--- config.mk ---
export PLATFORM = sky130hd
export DESIGN_NAME = ladder_button_decoder_top
export DESIGN_NICKNAME = d
export VERILOG_FILES = /design/src/lbd_pkg.sv /design/src/ladder_button_decoder_top.sv
export SDC_FILE = /design/constraint.sdc
export NUM_CORES = 1
export LEC_CHECK = 0
export BUFFER_PORTS_ARGS = -buffer_cell sky130_fd_sc_hd__buf_2
export CORE_MARGIN = 5
export CORE_UTILIZATION = 31
export CTS_CLUSTER_DIAMETER = 200
export DETAILED_ROUTE_END_ITERATION = 6
export HOLD_SLACK_MARGIN = 0.02
export PLACE_DENSITY_LB_ADDON = 0.05
export SYNTH_ARGS = -nofsm -noshare
export SYNTH_HDL_FRONTEND = slang
export SYNTH_SLANG_ARGS = --single-unit
--- constraint.sdc ---
create_clock -name clk -period 6.7 [get_ports clk]
set_clock_uncertainty 0.15 [all_clocks]
set_input_delay 1.34 -clock clk [delete_from_list [all_inputs] [get_ports clk]]
set_output_delay 1.34 -clock clk [all_outputs]
set_load 0.01 [all_outputs]
--- src/lbd_pkg.sv ---
// Package for the ladder button decoder: field widths, key windows and classifier.
package lbd_pkg;

  localparam int SAMPLE_W  = 10;
  localparam int NOW_W     = 32;
  localparam int KEY_W     = 4;
  localparam int DELAY_W   = 16;
  localparam int NUM_KEYS  = 8;
  localparam int TIME_BITS_DEF = 32;

  // APB register map
  localparam int CFG_ADDR_W = 3;
  localparam int CFG_DATA_W = 32;
  localparam logic REG_DEBOUNCE_DELAY = 1'b0;  // selected by paddr[2]

  localparam logic [DELAY_W-1:0]  DELAY_RESET = 16'd50;
  localparam logic [SAMPLE_W-1:0] START_LIMIT = 10'd1000;

  typedef logic [SAMPLE_W-1:0] sample_t;
  typedef logic [KEY_W-1:0]    key_t;

  localparam key_t KEY_NONE = 4'd0;

  // Open key windows on the averaged ladder reading
  localparam sample_t WIN_LOW  [NUM_KEYS] = '{10'd145, 10'd260, 10'd420, 10'd585,
                                              10'd715, 10'd820, 10'd915, 10'd960};
  localparam sample_t WIN_HIGH [NUM_KEYS] = '{10'd185, 10'd290, 10'd450, 10'd615,
                                              10'd745, 10'd850, 10'd945, 10'd1000};

  // Map an averaged reading to key 1..8, or KEY_NONE outside every window
  function automatic key_t classify(input sample_t avg);
    key_t k;
    k = KEY_NONE;
    for (int i = NUM_KEYS - 1; i >= 0; i--) begin
      if (avg > WIN_LOW[i] && avg < WIN_HIGH[i]) begin
        k = KEY_W'(i + 1);
      end
    end
    return k;
  endfunction

endpackage

--- src/ladder_button_decoder_top.sv ---
// Top level of the ladder button decoder: input stage, debounce state, result register.
// Ladder button decoder. Each input beat carries a 10-bit ADC sample of the
// resistor-ladder line (tdata[9:0]) and a millisecond timestamp (tdata[41:10]).
// A reading below 1000 while idle starts a debounce wait; once debounce_delay ms
// have passed, a matching confirm sample updates the average, which is mapped to
// key 1..8. Every input beat yields exactly one output beat with the debounced key
// (tdata[3:0], 0 while waiting or no key) and the key released on this beat
// (tdata[7:4]), one beat per clock while the result side is not stalled, through the
// input and result registers. debounce_delay sits at APB byte address 0 (reset 50); it
// must be written only while idle, which the block itself does not enforce.
module ladder_button_decoder_top
  import lbd_pkg::*;
#(
  parameter int TIME_BITS = TIME_BITS_DEF
) (
  input  logic                  clk,
  input  logic                  rst_n,
  // input stream
  input  logic                  in_tvalid,
  output logic                  in_tready,
  input  logic [47:0]           in_tdata,   // [9:0] sample, [41:10] now_ms, [47:42] zero
  // result stream
  output logic                  out_tvalid,
  input  logic                  out_tready,
  output logic [7:0]            out_tdata,  // [3:0] key_code, [7:4] released_key
  // configuration
  input  logic                  cfg_psel,
  input  logic                  cfg_penable,
  input  logic                  cfg_pwrite,
  input  logic [CFG_ADDR_W-1:0] cfg_paddr,
  input  logic [CFG_DATA_W-1:0] cfg_pwdata,
  output logic [CFG_DATA_W-1:0] cfg_prdata,
  output logic                  cfg_pready
);

  localparam int EXT_W = (TIME_BITS > NOW_W) ? TIME_BITS : NOW_W;

  typedef logic [TIME_BITS-1:0] time_t;

  // configuration register
  logic [DELAY_W-1:0] delay_r;
  logic               cfg_wr;

  assign cfg_pready = 1'b1;
  assign cfg_wr     = cfg_psel & cfg_penable & cfg_pwrite & cfg_pready
                      & (cfg_paddr[2] == REG_DEBOUNCE_DELAY);
  assign cfg_prdata = (cfg_paddr[2] == REG_DEBOUNCE_DELAY) ?
                      CFG_DATA_W'(delay_r) : '0;

  always_ff @(posedge clk) begin
    if (!rst_n) begin
      delay_r <= DELAY_RESET;
    end else if (cfg_wr) begin
      delay_r <= cfg_pwdata[DELAY_W-1:0];
    end
  end

  // pipeline control
  logic s1_valid_r;
  logic advance;

  assign advance   = s1_valid_r & (~out_tvalid | out_tready);
  assign in_tready = ~s1_valid_r | advance;

  // input register
  sample_t         s1_sample_r;
  logic [NOW_W-1:0] s1_now_r;

  always_ff @(posedge clk) begin
    if (!rst_n) begin
      s1_valid_r <= 1'b0;
    end else if (in_tready) begin
      s1_valid_r <= in_tvalid;
    end
  end

  always_ff @(posedge clk) begin
    if (in_tready && in_tvalid) begin
      s1_sample_r <= in_tdata[SAMPLE_W-1:0];
      s1_now_r    <= in_tdata[SAMPLE_W +: NOW_W];
    end
  end

  // debounce state
  logic    checking_r, checking_nxt;
  time_t   start_r, start_nxt;
  sample_t first_r, first_nxt;
  sample_t avg_r, avg_nxt;
  key_t    prev_key_r;

  logic [EXT_W-1:0] now_ext;
  time_t   now_t, elapsed;
  logic    idle, arm, chk, done;
  key_t    key, rel;

  // one debounce step on the item in the input register
  always_comb begin
    now_ext   = EXT_W'(s1_now_r);
    now_t     = now_ext[TIME_BITS-1:0];
    idle      = ~checking_r;
    arm       = idle & (s1_sample_r < START_LIMIT);
    first_nxt = idle ? s1_sample_r : first_r;
    chk       = ~idle | arm;
    start_nxt = arm ? now_t : start_r;
    elapsed   = now_t - start_nxt;
    done      = chk & (elapsed >= TIME_BITS'(delay_r));
    avg_nxt   = (done && s1_sample_r == first_nxt) ? s1_sample_r : avg_r;
    key       = done ? classify(avg_nxt) : KEY_NONE;
    checking_nxt = chk & ~done;
    rel       = (key == KEY_NONE && prev_key_r != KEY_NONE) ? prev_key_r : KEY_NONE;
  end

  always_ff @(posedge clk) begin
    if (!rst_n) begin
      checking_r <= 1'b0;
      start_r    <= '0;
      first_r    <= '0;
      avg_r      <= '0;
      prev_key_r <= KEY_NONE;
    end else if (advance) begin
      checking_r <= checking_nxt;
      start_r    <= start_nxt;
      first_r    <= first_nxt;
      avg_r      <= avg_nxt;
      prev_key_r <= key;
    end
  end

  // result register
  logic out_valid_r;
  key_t out_key_r, out_rel_r;

  always_ff @(posedge clk) begin
    if (!rst_n) begin
      out_valid_r <= 1'b0;
    end else if (advance) begin
      out_valid_r <= 1'b1;
    end else if (out_tready) begin
      out_valid_r <= 1'b0;
    end
  end

  always_ff @(posedge clk) begin
    if (advance) begin
      out_key_r <= key;
      out_rel_r <= rel;
    end
  end

  assign out_tvalid = out_valid_r;
  assign out_tdata  = {out_rel_r, out_key_r};

`ifndef ASSERT_OFF
  // a beat never reports a key press and a release together
  a_key_or_release: assert property (@(posedge clk) disable iff (!rst_n)
    out_valid_r |-> (out_key_r == KEY_NONE || out_rel_r == KEY_NONE))
    else $error("key and release reported on the same beat");

  // the remembered key tracks the last key sent out
  a_prev_matches_out: assert property (@(posedge clk) disable iff (!rst_n)
    out_valid_r |-> (prev_key_r == out_key_r))
    else $error("previous key out of step with result register");

  // a wait is only ever armed by a reading below the start limit
  a_wait_armed: assert property (@(posedge clk) disable iff (!rst_n)
    checking_r |-> (first_r < START_LIMIT))
    else $error("debounce wait running on an out-of-range first sample");

  // keys stay inside 0..8
  a_key_range: assert property (@(posedge clk) disable iff (!rst_n)
    out_valid_r |-> (out_key_r <= KEY_W'(NUM_KEYS) && out_rel_r <= KEY_W'(NUM_KEYS)))
    else $error("key code out of range");
`endif

endmodule

* After elaboration in Yosys (flattened, before gate mapping)
Index checks and enable logic that the tools add are counted.
** Operators by class
- Bitwise gates (word level) :: 15
- Multiplexer cells :: 15
- $lt $le $gt $ge :: 18
- Equality and inequality tests :: 1
- Reductions and logical operators :: 14
- Add/subtract/negate cells :: 1
** Operators with widths (number)
- $lt A10 B10 Y1 const B :: 6
- $gt A10 B10 Y1 const B :: 5
- $mux W4 :: 9
- $ge A32 B16 Y1 :: 1
- $mux W32 :: 1
- $sub A32 B32 Y32 :: 1
- $gt A10 B9 Y1 const B :: 2
- $lt A10 B9 Y1 const B :: 2
- $mux W10 :: 2
- $mux W16 :: 1
- $logic_and A1 B1 Y1 :: 11
- $eq A10 B10 Y1 :: 1
- $gt A10 B8 Y1 const B :: 1
- $lt A10 B8 Y1 const B :: 1
- $and A1 B1 Y1 :: 7
- $not A1 Y1 :: 5
- $logic_not A4 Y1 :: 1
- $reduce_bool A4 Y1 :: 1
- $or A1 B1 Y1 :: 3
- $mux W1 :: 2
- $reduce_bool A2 Y1 :: 1
** Storage, ports and cells
- Flip-flop bits (word level) :: 125
- Bits of input ports :: 90
- Logic and storage cells :: 76
- Output and inout bits :: 43

* Longest topological paths before layout
Gate-level depths: netlist (run 1).
- Depth after elaboration :: 21
- Mapped depth :: 29
- Depth with buffers taken out :: 26

* Least setup slack after synthesis (run 1)
OpenSTA, ideal clock, no wires.
- Path type :: register to register
- From :: register s1_sample_r[4]
- To :: register out_rel_r[0], data pin
- Buffers on the path :: 2
- Data required time :: 6.279 ns
- Path slack :: 0.815 ns
- Arrival :: 5.464 ns
- Stages on the path, launching flop included :: 24
- Library setup time :: 0.271 ns
- Period minus slack after synthesis :: 5.885 ns
- Cells stage by stage :: edfxtp_1 > o21ai_2 > o21ba_2 > buf_2 > buf_1 > mux2i_1 > ha_1 > and3_1 > a221oi_4 > inv_1 > o21ai_0 > a21oi_1 > maj3_1 > o21ai_0 > o21ai_0 > ha_1 > a21oi_1 > o22ai_1 > o41ai_1 > and4_1 > nand4_4 > mux2i_2 > nor4_4 > nor4bb_1
** On the way
- Elaborated cells between the ends (all ways) :: 46
- Those cells by class :: 1 x add/sub; 18 x order compare; 1 x eq/ne; 12 x mux; 3 x bitwise; 11 x reduce/logical
** RTL lines
- from (decl) :: RTL line ladder_button_decoder_top.sv:66 : sample_t s1_sample_r;
- from (signal assigned) :: RTL line ladder_button_decoder_top.sv:79 : s1_sample_r <= in_tdata[SAMPLE_W-1:0];
- $lt A10 B10 Y1 :: RTL line ladder_button_decoder_top.sv:101 : arm = idle & (s1_sample_r < START_LIMIT);
- $and A1 B1 Y1 :: RTL line ladder_button_decoder_top.sv:101
- $mux W32 :: RTL line ladder_button_decoder_top.sv:104 : start_nxt = arm ? now_t : start_r;
- $sub A32 B32 Y32 :: RTL line ladder_button_decoder_top.sv:105 : elapsed = now_t - start_nxt;
- $ge A32 B16 Y1 :: RTL line ladder_button_decoder_top.sv:106 : done = chk & (elapsed >= TIME_BITS'(delay_r));
- $and A1 B1 Y1 :: RTL line ladder_button_decoder_top.sv:106
- $logic_and A1 B1 Y1 :: RTL line ladder_button_decoder_top.sv:107 : avg_nxt = (done && s1_sample_r == first_nxt) ? s1_sample_r : avg_r;
- $mux W10 :: RTL line ladder_button_decoder_top.sv:107
- $gt A10 B10 Y1 / $lt A10 B10 Y1 (equally long branches) :: RTL line lbd_pkg.sv:35 : if (avg > WIN_LOW[i] && avg < WIN_HIGH[i]) begin
- $logic_and A1 B1 Y1 :: RTL line lbd_pkg.sv:35
- $mux W4 (7 in a row) :: RTL line lbd_pkg.sv:35
- $mux W4 (*) :: RTL line ladder_button_decoder_top.sv:108 : key = done ? classify(avg_nxt) : KEY_NONE;
- via key[2] :: RTL line ladder_button_decoder_top.sv:94 : key_t key, rel;
- $logic_not A4 Y1 (*) :: RTL line ladder_button_decoder_top.sv:110 : rel = (key == KEY_NONE && prev_key_r != KEY_NONE) ? prev_key_r : KEY_NONE;
- $logic_and A1 B1 Y1 (*) :: RTL line ladder_button_decoder_top.sv:110
- to (signal assigned) :: RTL line ladder_button_decoder_top.sv:146 : out_rel_r <= rel;
- to (decl) :: RTL line ladder_button_decoder_top.sv:131 : key_t out_key_r, out_rel_r;
The timed path passes the listed nets; every way through them passes the cells marked *.
A chain may end at the register's enable or synchronous reset.

* Worst setup path after layout (run 1)
Ends and elaborated chain as after synthesis.

==> results of run 1 <==
## final cells by class
class / count / share of cell area [%]
Clock buffer: 18 / 4.283
Clock inverter: 14 / 1.436
Inverter: 31 / 1.161
Multi-Input combinational cell: 789 / 52.32
Sequential cell: 125 / 29.97
Tap cell: 378 / 4.720
Timing Repair Buffer: 112 / 6.118
## kinds of logic (layout without fill, tap and decap cells)
| kind of cell | after synthesis | after routing | synth area share (%) |
|---|---|---|---|
| compound gates | 289 | 289 | 24.19 |
| mux | 42 | 42 | 4.915 |
| buf+inv | 105 | 175 | 5.580 |
| simple gates | 367 | 367 | 20.99 |
| other cells | 2 | 17 | 0.08678 |
| xor+xnor | 28 | 28 | 2.834 |
| fa+ha+maj | 46 | 46 | 6.708 |
| flops | 125 | 125 | 34.70 |
## worst max-delay path: stages, from the launching register on
cell      delay (ns)
edfxtp_1        0.40
o21ai_2         0.25
o21ba_4         0.32
mux2i_1         0.28
ha_1            0.34
a21o_1          0.23
a221oi_4        0.43
inv_1           0.10
o21ai_0         0.27
a21oi_1         0.13
maj3_1          0.35
o21ai_0         0.17
o21ai_0         0.17
ha_1            0.32
a21oi_1         0.16
o22ai_1         0.09
o41ai_1         0.39
buf_4           0.20
and4_1          0.23
nand4_4         0.20
o211ai_4        0.30
nor4_4          0.07
buf_4           0.16
nor4bb_1        0.28
## flip-flops by register name, summed over array words and instances, names as in the netlist, 4 cells and up
name	count
avg_r	10
delay_r	16
start_r	32
out_key_r	4
s1_sample_r	10
first_r	10
now_ext	32
out_rel_r	4
prev_key_r	4
## layer usage
| layer | track usage, % | wire length (um) |
|---|---|---|
| met5 | 0 | 0 |
| met2 | 24.49 | 10870 |
| met4 | 3.159 | 191 |
| met3 | 2.521 | 983 |
| met1 | 22.17 | 12150 |
## power groups by stage
stage	sequential, mW	combinational [mW]	clock, mW
5_1_grt	0.875	0.689	0.981
3_5_place_dp	0.886	0.612	0
4_1_cts	0.869	0.617	0.949
6_report	0.869	0.613	0.917
2_1_floorplan	0.870	0.456	0
3_3_place_gp	0.885	0.613	0
## synthesized netlist by cell type (all sizes together), types with 31 or more instances
cell	number	area share, %
dfxtp	75	17
a21oi	72	4.3
o21ai	62	3.7
a21boi	37	3.2
clkbuf	36	1.6
buf	38	2.7
ha	44	6.4
edfxtp	50	17
mux2i	41	4.8
nor2	65	2.8
inv	31	1.3
nand2	155	6.7
## what timing repair did
item                                    in CTS  in global routing
endpoints found under the setup margin       0                  4
hold endpoints to repair                     0                  0
gates resized for setup                      0                  3
## worst paths after layout
path              slack [ns]             to  cells after the start
hold / removal          0.31  prev_key_r[3]                      2
hold reg to reg         0.31  prev_key_r[3]                      2
setup / recovery        0.49   out_rel_r[0]                     23
setup reg to reg        0.49   out_rel_r[0]                     23
## per-stage QoR
stage / hold slack [ns] / total power [mW] / setup slack (ns) / cells / instance area (um^2)
after global placement: 0.3005 / 1.498 / 0.4266 / 1435 / 9432
final: 0.3103 / 2.398 / 0.4949 / 1467 / 10020
after detailed placement: 0.3053 / 1.498 / 0.4039 / 1435 / 9432
after floorplan: 0.2883 / 1.326 / 0.8151 / 1019 / 8711
after global routing: 0.3375 / 2.544 / 0.06057 / 1467 / 10020
after CTS: 0.3133 / 2.435 / 0.3592 / 1467 / 10000
==> flow_metrics.tcl, run 1 <==
set metrics [dict create \
    die_x_um 177.1 \
    viasPerCell 5.013 \
    vias 7354 \
    wl_mm 24.19 \
    p_per_area_mw_per_mm2 239.3 \
    cts_setup_buffers 0 \
    comb_power_share_pct 25.5 \
    period_minus_slack_ns 6.205 \
    final_nets 1211 \
    crit_start "s1_sample_r[4]" \
    worst_pin_slew_ns 0.8026 \
    drt_iter0_drc 429 \
    fp-row-count 61 \
    syn_inst 1004 \
    reg2reg_from "s1_sample_r[4]" \
    synth_ff_type "dfxtp_1" \
    clk_latency_ns 0.41 \
    slew_viol_final 0 \
    clk_pin_slew_ns 0.06 \
    antenna_found_initial 0 \
    worstSetupPathType "register to register" \
    p_seq_share_pct 36.2 \
    switching_power_mw 0.7768 \
    holdCritStartpoint "prev_key_r[3]" \
    root_buffer "clkbuf_16" \
    layout_commonest_cell "nand2_1" \
    num-fill-cells 2927 \
    synthArstFlopShare_pct 0 \
    ys_seq_elements 125 \
    clock.fmax_mhz 161.2 \
    io_pins 133 \
    grt_pass1_vias 7024 \
    synth_edf_count 50 \
    drv_cap 0 \
    drcViolationCount 0 \
    cp.arrival_ns 6.28 \
    multi_input_area_mm2 0.005243 \
    cts_buffer_depth 2 \
    grt_overflow 0 \
    dieArea_mm2 0.03136 \
    drtPass1Iterations 6 \
    n_antenna_cell 0 \
    crit_path_max_fanout 11 \
    hold_viol 0 \
    cts_sinks 125 \
    cts_tree "yes" \
    final_util_pct 36.17 \
    dp_hpwl_mm 17.87 \
    ys_types 91 \
    ys_seq_area_share_pct 34.70 \
    period_share_pct 92.61 \
    final_cell_mix "155 x nand2_1, 91 x buf_2, 75 x dfxtp_1" \
    drive_gt1_share_pct 15.70 \
    grt_max_degree 79 \
    grt_pass1_wl_mm 38.62 \
    seq_area_mm2 0.003003 \
    cp-start-kind "register" \
    ir_drop_mv 0.1316 \
    power.leakage_nw 4.175 \
    critPathRequiredTime_ns 6.77 \
    fp.dieH_um 177.1 \
    ant_nets 0 \
    clockPowerShare_pct 38.2 \
    endpoint_kind "register" \
    coreArea_mm2 0.02771 \
    place.gp.congestion 0.8268 \
    post_synth.cell_area_avg_um2 8.620 \
    syn_to_final_growth_pct 15.79 \
    rsz0062_at_grt "no" \
    yosys_warnings 0 \
    relSlewSlack_pct 46.49 \
    h-tree-depth 4 \
    hold_class "register to register" \
    netlist_area_mm2 0.008655 \
    p_int_mw 1.621 \
    wl_per_cell_um 16.49 \
    status "finished clean" \
    holdBufCountCts 0 \
    track_usage_pct 15.41 \
    initial_core_util_pct 31.24 \
    portBuffers 91 \
    setup_tns_ns 0 \
    switching_share_pct 32.39 \
    numCtsBuffers 17 \
    finalSetupViolCount 0 \
]
Note: power is estimated with default switching activity, not from simulation.
==> run 2: changes to the inputs <==
--- a/config.mk
+++ b/config.mk
@@ -6,12 +6,13 @@
 export NUM_CORES = 1
 export LEC_CHECK = 0
 export BUFFER_PORTS_ARGS = -buffer_cell sky130_fd_sc_hd__buf_2
-export CORE_MARGIN = 5
+export CORE_MARGIN = 2
 export CORE_UTILIZATION = 31
 export CTS_CLUSTER_DIAMETER = 200
 export DETAILED_ROUTE_END_ITERATION = 6
 export HOLD_SLACK_MARGIN = 0.02
 export PLACE_DENSITY_LB_ADDON = 0.05
+export RECOVER_POWER = 100
 export SYNTH_ARGS = -nofsm -noshare
 export SYNTH_HDL_FRONTEND = slang
 export SYNTH_SLANG_ARGS = --single-unit
==> run 2 against run 1 <==
Effect of this change:
- the flow now finishes with violations (capacitance limit, slew limit)
- combinational power is essentially flat
- first-iteration DRC count grew 2.1%
- critical path depth is the same
- wire length shrank 1.7%
- utilization is essentially flat
- design area shrank 0.39%
- count of clock-buffer cells in the layout grew 2
- non-clock buffer count grew 2
- global-route usage grew 1.2 points
- register-to-register slack is essentially flat
==> flow_metrics.tcl, run 2 (same netlist as run 1, synthesis figures left out) <==
set metrics [dict create \
    status "complete, but fails checks" \
    violations "capacitance limit, slew limit" \
    n_antenna_cell 0 \
    period_share_pct 92.80 \
    h-tree-depth 4 \
    place.gp.congestion 0.8314 \
    grt_pass1_wl_mm 38.11 \
    reg2reg_from "s1_sample_r[4]" \
    vias 7368 \
    r2r_slack_ns 0.48 \
    coreArea_mm2 0.02763 \
    placed_area_mm2 0.009447 \
    clock.fmax_mhz 160.8 \
    period_minus_slack_ns 6.218 \
    cts_buffer_depth 2 \
    drv_cap 2 \
    p_per_area_mw_per_mm2 240.4 \
    r2r-end "out_rel_r[0]" \
    grt_pass1_vias 6942 \
    p_int_mw 1.600 \
    root_buffer "clkbuf_16" \
    stdcell_count 1469 \
    setup_tns_ns 0 \
    numCtsBuffers 17 \
    grt_overflow 0 \
    cts_tree "yes" \
    clk_pin_slew_ns 0.06 \
    switching_power_mw 0.8002 \
    ant_nets 0 \
    critPathRequiredTime_ns 6.78 \
    viasPerCell 5.016 \
    clk_latency_ns 0.43 \
    switching_share_pct 33.34 \
    drt_iter0_drc 438 \
    drcViolationCount 0 \
    wl_per_cell_um 16.19 \
    grt_max_degree 79 \
    final_nets 1213 \
    power.leakage_nw 4.096 \
    p_seq_share_pct 36.2 \
    setup_slack_ns 0.4823 \
    reg2regPathDepth 23 \
    syn_to_final_growth_pct 15.34 \
    pre_cts_ws_ns 0.3889 \
    initial_core_util_pct 31.32 \
    dieArea_mm2 0.02927 \
    hold_class "register to register" \
    total_power_mw 2.400 \
    io_pins 133 \
    comb_power_share_pct 25.4 \
    cts_sinks 125 \
    num-fill-cells 2974 \
    layout_commonest_cell "nand2_1" \
    cp-start-kind "register" \
    drive_gt1_share_pct 13.02 \
    finalSetupViolCount 0 \
    holdPathEnd "prev_key_r[3]" \
    clockPowerShare_pct 38.3 \
    die_x_um 171.1 \
    fp.dieH_um 171.1 \
    fp-row-count 61 \
    cts_setup_buffers 0 \
    hold_viol 0 \
    endpoint_kind "register" \
    holdCritStartpoint "prev_key_r[3]" \
    cp.arrival_ns 6.29 \
    whs_ns 0.3141 \
    ir_drop_mv 0.1179 \
    worstSetupPathType "register to register" \
    relSlewSlack_pct -130.5 \
    placed_cells 1437 \
    worst_pin_slew_ns 3.458 \
    final_util_pct 36.13 \
    drtPass1Iterations 5 \
    portBuffers 91 \
    crit_path_max_fanout 9 \
    dp_hpwl_mm 17.45 \
    slew_viol_final 122 \
    final_cell_mix "155 x nand2_1, 75 x dfxtp_1, 70 x a21oi_1" \
    antenna_found_initial 0 \
    hold_path_depth 2 \
    final_area_mm2 0.009982 \
    wl_mm 23.79 \
    rsz0062_at_grt "no" \
    track_usage_pct 16.58 \
]
-- run 2: per-layer routing --
metal | track usage [%] | wire length [um]
met2 | 25.95 | 10450
met3 | 2.892 | 764
met4 | 3.832 | 207
met5 | 0 | 0
met1 | 23.69 | 12370
-- run 2: worst max path at each step --
stage / cells past startpoint / from / to / slack [ns]
floorplan: 23 / s1_sample_r[4] / out_rel_r[0] / 0.82
CTS: 23 / s1_sample_r[4] / out_rel_r[0] / 0.33
global placement: 22 / s1_sample_r[4] / out_rel_r[0] / 0.47
global route: 27 / s1_sample_r[4] / out_rel_r[1] / 0.04
detailed placement: 23 / s1_sample_r[4] / out_rel_r[0] / 0.39
finish: 23 / s1_sample_r[4] / out_rel_r[0] / 0.48
-- run 2: worst max-delay path, cell delays in order (launching register included) --
cell	delay [ns]
edfxtp_1	0.40
o21ai_2	0.23
o21ba_2	0.39
mux2i_1	0.30
ha_1	0.34
a21o_1	0.23
a221oi_4	0.46
inv_1	0.10
o21ai_0	0.27
a21oi_1	0.12
maj3_1	0.35
o21ai_0	0.13
o21ai_0	0.13
ha_1	0.30
a21oi_1	0.14
o22ai_1	0.10
o41ai_2	0.34
clkbuf_1	0.21
and4_1	0.26
nand4_4	0.19
o211ai_4	0.29
nor4_4	0.08
clkbuf_2	0.17
nor4bb_1	0.31
-- run 2: cell type report --
class	count	area, um^2	area share, %
inverter	31	116.4	1.166
tap	378	473.0	4.738
clock inverter	12	98.84	0.9902
multi-input combinational	789	5235	52.44
sequential	125	3003	30.08
timing repair buffer	114	576.8	5.778
clock buffer	20	479.2	4.801
-- run 2: power by group through the flow --
stage | Sequential [mW] | Clock [mW] | Combinational, mW
after floorplan | 0.870 | 0 | 0.456
after global placement | 0.885 | 0 | 0.613
after detailed placement | 0.886 | 0 | 0.612
after CTS | 0.869 | 0.950 | 0.616
after global routing | 0.876 | 0.977 | 0.686
final | 0.870 | 0.920 | 0.611
-- run 2: timing repair --
| item | in CTS | in global routing |
|---|---|---|
| setup endpoints to repair | 0 | 4 |
| gates resized for setup | 0 | 2 |
| hold buffers | 0 | 0 |
